===== config.mk =====
export PLATFORM = sky130hd
export DESIGN_NAME = stc_divider
export DESIGN_NICKNAME = d
export VERILOG_FILES = /design/src/design/stc_pkg.sv /design/src/design/stc_divider.sv
export SDC_FILE = /design/constraint.sdc
export NUM_CORES = 2
export LEC_CHECK = 0
export ABC_CLOCK_PERIOD_IN_PS = 5800
export BUFFER_PORTS_ARGS = -buffer_cell sky130_fd_sc_hd__buf_2
export CAP_MARGIN = 0
export CORE_ASPECT_RATIO = 1.75
export CORE_MARGIN = 3
export CORE_UTILIZATION = 45
export CTS_CLUSTER_DIAMETER = 150
export DETAILED_ROUTE_END_ITERATION = 10
export PLACE_DENSITY = 0.67
export REMOVE_ABC_BUFFERS = 1
export SLEW_MARGIN = 20
export SYNTH_ARGS = -nofsm -noshare
export SYNTH_HDL_FRONTEND = slang
export SYNTH_SLANG_ARGS = --single-unit

===== constraint.sdc =====
create_clock -name clock -period 5.8 [get_ports clock]
set_clock_uncertainty 0.2 [all_clocks]
set_input_delay 0.58 -clock clock [delete_from_list [all_inputs] [get_ports clock]]
set_output_delay 0.58 -clock clock [all_outputs]
set_load 0.01 [all_outputs]

===== src/design/stc_pkg.sv =====
// Shared widths and tdata layout for the segment/triangle intersection block.
// Depends on nothing; used by the top level and the divider.
`default_nettype none

package stc_pkg;

   // field widths as they travel on the stream
   localparam int POINT_W  = 60;
   localparam int NORMAL_W = 48;
   localparam int HIT_W    = 20;

   // request tdata offsets, lowest field first
   localparam int REQ_VA_LSB  = 0;
   localparam int REQ_VB_LSB  = REQ_VA_LSB + POINT_W;
   localparam int REQ_VC_LSB  = REQ_VB_LSB + POINT_W;
   localparam int REQ_SS_LSB  = REQ_VC_LSB + POINT_W;
   localparam int REQ_SE_LSB  = REQ_SS_LSB + POINT_W;
   localparam int REQ_NRM_LSB = REQ_SE_LSB + POINT_W;
   localparam int REQ_BITS    = REQ_NRM_LSB + NORMAL_W;
   localparam int REQ_TDATA_W = ((REQ_BITS + 7) / 8) * 8;

   // response tdata: crossed, inside, hit x, y, z
   localparam int RSP_BITS    = 2 + 3 * HIT_W;
   localparam int RSP_TDATA_W = ((RSP_BITS + 7) / 8) * 8;

   // quotient bits retired by each divider stage
   localparam int DIV_BITS_PER_STAGE = 1;

endpackage

`default_nettype wire


===== src/design/stc_divider.sv =====
// Pipelined restoring divider, one quotient bit per register stage.
// Depends on stc_pkg for the stage step size.
`default_nettype none

module stc_divider #(
   parameter int NUM_W = 64,
   parameter int DEN_W = 40,
   parameter int QUO_W = 20
) (
   input  wire logic             clock,
   input  wire logic             en,
   input  wire logic [NUM_W-1:0] num,
   input  wire logic [DEN_W-1:0] den,
   output logic      [QUO_W-1:0] quo
);

   localparam int STEP = stc_pkg::DIV_BITS_PER_STAGE;

   logic [NUM_W-1:0] rem_ff [QUO_W];
   logic [QUO_W-1:0] quo_ff [QUO_W];
   logic [DEN_W-1:0] den_ff [QUO_W];

   genvar j;
   generate
      for (j = 0; j < QUO_W; j++) begin : g_stage
         localparam int SH = QUO_W - STEP - j;
         logic [NUM_W-1:0] rem_prev;
         logic [QUO_W-1:0] quo_prev;
         logic [DEN_W-1:0] den_prev;
         logic [NUM_W-1:0] trial;
         logic [NUM_W-1:0] rem_in;
         logic [QUO_W-1:0] quo_in;

         if (j == 0) begin : g_first
            assign rem_prev = num;
            assign quo_prev = '0;
            assign den_prev = den;
         end else begin : g_next
            assign rem_prev = rem_ff[j-1];
            assign quo_prev = quo_ff[j-1];
            assign den_prev = den_ff[j-1];
         end

         // subtract the shifted divisor when it fits
         always_comb begin
            trial  = NUM_W'(den_prev) << SH;
            rem_in = rem_prev;
            quo_in = quo_prev;
            if (rem_prev >= trial) begin
               rem_in     = rem_prev - trial;
               quo_in[SH] = 1'b1;
            end
         end

         always_ff @(posedge clock) begin
            if (en) begin
               rem_ff[j] <= rem_in;
               quo_ff[j] <= quo_in;
               den_ff[j] <= den_prev;
            end
         end
      end
   endgenerate

   assign quo = quo_ff[QUO_W-1];

endmodule

`default_nettype wire


-- Yosys cells after proc, flatten, opt, wreduce, memory -nomap -nowiden
Memories as Yosys holds them, arrays and structs flattened.
Cells that the tools add are included.
W data, S select, Z words.
- register bits: 0
- bits in latches: 0
- bits in writable memories: 2480
- ROM bits: 0
- bits of input ports: 106
- output and inout port bits: 20
- word-level logic and storage cells: 85
- memories: 3
- $add $sub $neg: 20
- $mul: 0
- divide/modulo/power cells: 0
- $lt $le $gt $ge: 20
- eq/ne operators: 0
- shift-type cells: 0
- muxes and demuxes: 42
- bitwise operators: 0
- reductions and logical operators: 0
- memory list (memory ; words ; width ; rd ports ; clocked after Yosys merged registers in ; wr ports ; line ; source):
    rem_ff ; 20 ; 64 ; 19 ; 0 ; 20 ; stc_divider.sv:19 ; logic [NUM_W-1:0] rem_ff [QUO_W];
    den_ff ; 20 ; 40 ; 19 ; 0 ; 20 ; stc_divider.sv:21 ; logic [DEN_W-1:0] den_ff [QUO_W];
    quo_ff ; 20 ; 20 ; 20 ; 0 ; 20 ; stc_divider.sv:20 ; logic [QUO_W-1:0] quo_ff [QUO_W];
- operators with widths (operator ; count):
    $mux W64 ; 20
    $ge A64 B40 Y1 ; 1
    $ge A64 B41 Y1 ; 1
    $ge A64 B42 Y1 ; 1
    $ge A64 B43 Y1 ; 1
    $ge A64 B44 Y1 ; 1
    $ge A64 B45 Y1 ; 1
    $ge A64 B46 Y1 ; 1
    $ge A64 B47 Y1 ; 1
    $ge A64 B48 Y1 ; 1
    $ge A64 B49 Y1 ; 1
    $ge A64 B50 Y1 ; 1
    $ge A64 B51 Y1 ; 1
    $ge A64 B52 Y1 ; 1
    $ge A64 B53 Y1 ; 1
    $ge A64 B54 Y1 ; 1
    $ge A64 B55 Y1 ; 1
    $ge A64 B56 Y1 ; 1
    $ge A64 B57 Y1 ; 1
    $ge A64 B58 Y1 ; 1
    $ge A64 B59 Y1 ; 1
    $sub A64 B40 Y64 ; 1
    $sub A64 B41 Y64 ; 1
    $sub A64 B42 Y64 ; 1
    18 further kinds ; 39

-- Depth between registers and ports, before layout
An unclocked memory read counts as a cell.
- word-level depth: 3
- gate-level depth with buffers: 16
- mapped depth without buffers: 15

-- Worst setup path before layout
Ideal clock, no wire load.
- path kind: reg-to-reg
- from: memory rem_ff[9][9] (netlist: rem_ff[2][73])
- to: memory rem_ff[10][59] (netlist: rem_ff[2][187]) (data pin)
- library setup time: 0.258 ns
- arrival: 3.550 ns
- data required time: 5.342 ns
- slack: 1.792 ns
- cell stages (with the launch flop): 16
- path buffers: 0
- clock period less this slack: 4.008 ns
- path through: edfxtp_1 -> inv_1 -> ha_1 -> inv_1 -> fa_1 -> a211oi_1 -> o211ai_1 -> a21oi_1 -> o221ai_1 -> o41ai_1 -> o21ai_0 -> a31oi_1 -> nor2_1 -> a2111oi_0 -> nand4_1 -> xnor2_1
- RTL lines (what ; line):
    start: declaration ; stc_divider.sv:19

==> out/results.env <==
OUTCOME='finished clean'
CTS-HTREE-LEVELS=4
YOSYS.AREA.TOP_TYPE_SHARE_PCT=51.88
CRIT_PATH_FREQUENT_CELL='sky130_fd_sc_hd__buf_4'
LAYOUT_WORST_PATH_CYCLE_SHARE_PCT=94.43
WIRE_LENGTH_OF_THE_FIRST_GLOBAL_ROUTING_PASS_MM=536.9
RSZ0062_AT_GRT='false'
GRT_START_MAX_NET_PINS=156
NETLIST-CELL-TYPE-COUNT=90
POST_SYNTH_MOST_FREQUENT_CELLS='sky130_fd_sc_hd__edfxtp_1, sky130_fd_sc_hd__a21oi_1, sky130_fd_sc_hd__inv_1'
TIMING.CRITICAL_PATH.REQUIRED_NS=6.18
GLOBALROUTEOVERFLOWTOTAL=0
DP_HPWL_MM=283.1
CLK_PIN_SLEW_WORST_PATHS_NS=0.06
FLOORPLAN.CORE_AREA_MM2=0.2787
DIE_X_UM=406.8
INITIAL_UTILIZATION_PCT=45.40
SYNTH-ADDER-AREA-SHARE_PCT=8.212
DRT_DRC_VIOLATIONS_LEFT=0
SYNTHESIS.INSTANCES=12008
DRT-PASS1-ITER-COUNT=8
WORST_IR_DROP_VDD_uV=267.3
PLACER_S_FINAL_ROUTABILITY_CONGESTION_ESTIMATE=1.108
CPPEAKSTAGEDELAY_NS=1.05
PORT-BUFFER-COUNT=125
CRITICAL_PATH.STARTPOINT_TYPE='flip-flop'
ROOT_BUFFER='sky130_fd_sc_hd__clkbuf_16'
WORSTPATHCELLLIST='inv_1 > ha_1 > inv_1 > fa_1 > a21oi_1 > o21ai_0 > o311ai_0 > a21oi_1 > o21ai_0 > a2111oi_0 > buf_4 > o221ai_1 > buf_4 > nor4_1 > buf_4 > or3_1 > nor4_1 > xor2_1'
DRT_ITER0_DRC=5085
DOMINANT_COMBINATIONAL_CELL_FAMILY_BY_AREA_AFTER_SYNTHESIS='compound AO/OA/AOI/OAI gates'
WHS_NS=0.02155
CTS_TREE='done'
CLOCK_TREE.BUFFER_DEPTH=4
POST_SYNTH_XOR_AREA_FRACTION_PCT=6.438
ASYNC_FLOP_SHARE_PCT=0
YOSYSMOSTFREQUENTCELL='sky130_fd_sc_hd__edfxtp_1'
SYNTH-SEQ-AREA-SHARE_PCT=51.88
ANTENNA_FOUND_INITIAL=5
FINAL_SETUP_VIO_COUNT=0
YOSYSWARNINGS=0
CRITPATHSLOWESTCELL='sky130_fd_sc_hd__o311ai_0'
CAP_VIOL_MAX_COUNT=0
POWER.DENSITY_mW_PER_MM2=508.5
TNS_NS=0
CRITICAL_PATH_CLASS='reg2reg'
CTS-BUFFERS-INSERTED=219
FINALMAXSLEWVIOLATIONS=0
PLACEMENTROWS=256
NETLIST_AREA_MM2=0.1265
DETAIL_ROUTE.WIRELENGTH_MM=357.4
FINAL_HOLD_VIOL_COUNT=0
SYNTHESIS.AREA_PER_INSTANCE_UM2=10.54
WL_PER_CELL_UM=22.29
YOSYS_REGISTER_BITS=2186
CLOCK_LATENCY_NS=0.91
CRITICAL_PATH_ARRIVAL_NS=5.86
SYNTH_EDF_COUNT=2186
SYN2LAYOUT_AREA_GROWTH_PCT=11.11
CLOCK.FMAX_GHz=0.1826
NUM_IO_PINS=126
DIEHEIGHT_UM=707.5
DRT_ANTENNA_NET_COUNT=0
DIE_AREA_MM2=0.2878
WORST-SLEW-PIN-TRANSITION_NS=1.247
SLEW_HEADROOM_PCT=15.84
SHARE_OF_THE_SYNTHESIZED_AREA_IN_COMPOUND_GATES_AO_OA_AOI_OAI_PCT=16.32
MULTIPLEXER_FRACTION_OF_THE_SYNTHESIZED_CELL_AREA_PCT=0.7743
WORST_SETUP_PATH_END_KIND='flip-flop'
POWER_AFTER_LAYOUT_mW=71.48
CELL_TYPES_OCCUPYING_THE_MOST_AREA_AFTER_SYNTHESIS='sky130_fd_sc_hd__edfxtp_1, sky130_fd_sc_hd__ha_1, sky130_fd_sc_hd__a21oi_1'
R2R_SLACK_NS=0.32
FINAL_LAYOUT_SIZE_SUFFIX_GT1_SHARE_PCT=6.971
SYNTHFLOPTYPE='sky130_fd_sc_hd__edfxtp_1'
TRACK_USAGE_PCT=24.33
SYNTHDOMINANTAREACELLTYPE='sky130_fd_sc_hd__edfxtp_1'
OVERALL_VIA_COUNT_FROM_DETAIL_ROUTE=92182
WORSTPATHMAXFANOUT=5
FIN_CRIT_NS=5.477
CELLLEAKAGEPOWER_nW=55.57
SYNTH_SIMPLE_GATE_AREA_SHARE_PCT=12.00
VIAS_IN_THE_FIRST_GLOBAL_ROUTE=97705
VIA_PER_INST=5.749
NUMCLOCKSINKS=2186
POST-ROUTE-UTIL_PCT=50.45
HOLDCRITPATHCLASS='in2reg'
NETS=13163
state kept, by name (all words and copies together), names as in the netlist:
signal / cells
rem_ff: 1216
den_ff: 760
quo_ff: 210
path summary, 6_finish.rpt:
kind | startpoint | cells after the start | end
worst max register to register | rem_ff[2][10] | 18 | rem_ff[2][118]
worst min register to register | quo_ff[1][56] | 0 | quo_ff[1][76]
worst max-delay path | rem_ff[2][10] | 18 | rem_ff[2][118]
worst min-delay path | en | 1 | rem_ff[0][62]
cell type report:
| type | instances | area [um2] |
|---|---|---|
| multi-input combinational | 8356 | 55650 |
| clock inverter | 134 | 1435 |
| timing repair buffer | 454 | 3801 |
| clock buffer | 258 | 5669 |
| antenna | 13 | 32.53 |
| sequential | 2186 | 65640 |
| fill | 24451 | 138100 |
| tap | 3612 | 4519 |
| inverter | 1021 | 3834 |
power breakdown:
part | internal (mW) | total (mW) | switching (mW)
logic | 12.5 | 32.3 | 19.8
registers | 22.7 | 24.9 | 2.20
clock network | 8.25 | 14.4 | 6.11
total | 43.4 | 71.5 | 28.1
critical path: cells and delay by family (launching register included):
family	cells	cell delay (ns)
flops	1	0.41
simple gates	3	0.73
buf+inv	5	0.66
xor+xnor	1	0.10
compound gates	7	2.46
fa+ha+maj	2	0.58
logic make-up after synthesis:
logic type	after synthesis
compound gates	3352
simple gates	3167
flops	2186
buf+inv	1466
xor+xnor	930
fa+ha+maj	819
mux	88
routing by layer:
metal  GRT usage (%)  wire, um
met1           16.57     95210
met2           53.89    218700
met3           2.135      8366
met4           20.50     35120
met5               0         0
per-stage QoR:
step                      setup WS, ns  instance area [um2]  std cells
after floorplan                 -1.633               124800      11563
after global placement          0.2095               132300      15522
after detailed placement        0.5763               132400      15523
after CTS                       0.5209               140500      16021
after global routing            0.1740               140600      16033
final                           0.3231               140600      16034
placed cells by master, fill, tap and decap left out, types with 35 or more instances in the layout:
master / count
sky130_fd_sc_hd__or4_1: 41
sky130_fd_sc_hd__buf_12: 35
sky130_fd_sc_hd__nand3_1: 196
sky130_fd_sc_hd__o21a_1: 109
sky130_fd_sc_hd__edfxtp_1: 2186
sky130_fd_sc_hd__nand2b_1: 113
sky130_fd_sc_hd__or2_2: 38
sky130_fd_sc_hd__and2_1: 51
sky130_fd_sc_hd__nand4_1: 237
sky130_fd_sc_hd__nor4_1: 134
sky130_fd_sc_hd__clkinv_1: 37
sky130_fd_sc_hd__and3_1: 74
sky130_fd_sc_hd__buf_2: 124
sky130_fd_sc_hd__clkbuf_1: 37
sky130_fd_sc_hd__a21boi_0: 36
sky130_fd_sc_hd__inv_1: 1017
sky130_fd_sc_hd__xor2_1: 430
sky130_fd_sc_hd__o211ai_1: 52
sky130_fd_sc_hd__clkinv_2: 47
sky130_fd_sc_hd__o31ai_1: 68
sky130_fd_sc_hd__clkbuf_16: 221
sky130_fd_sc_hd__a21oi_1: 1118
sky130_fd_sc_hd__buf_4: 189
sky130_fd_sc_hd__a31oi_1: 79
sky130_fd_sc_hd__nor2b_1: 121
sky130_fd_sc_hd__o21ai_0: 837
sky130_fd_sc_hd__nand2_1: 989
sky130_fd_sc_hd__mux2_2: 79
sky130_fd_sc_hd__a21o_1: 517
sky130_fd_sc_hd__o21bai_1: 122
sky130_fd_sc_hd__xnor2_1: 500
sky130_fd_sc_hd__ha_1: 800
sky130_fd_sc_hd__a211oi_1: 72
sky130_fd_sc_hd__dlygate4sd3_1: 106
sky130_fd_sc_hd__nor3_1: 184
sky130_fd_sc_hd__or3_1: 66
sky130_fd_sc_hd__nor2_1: 798
timing repair:
item | CTS | global route
hold endpoints to repair | 104 | 0
setup buffers | 0 | 0
hold buffers | 106 | 0
gates resized for setup | 0 | 0
Power figures use the tool's default switching activity.
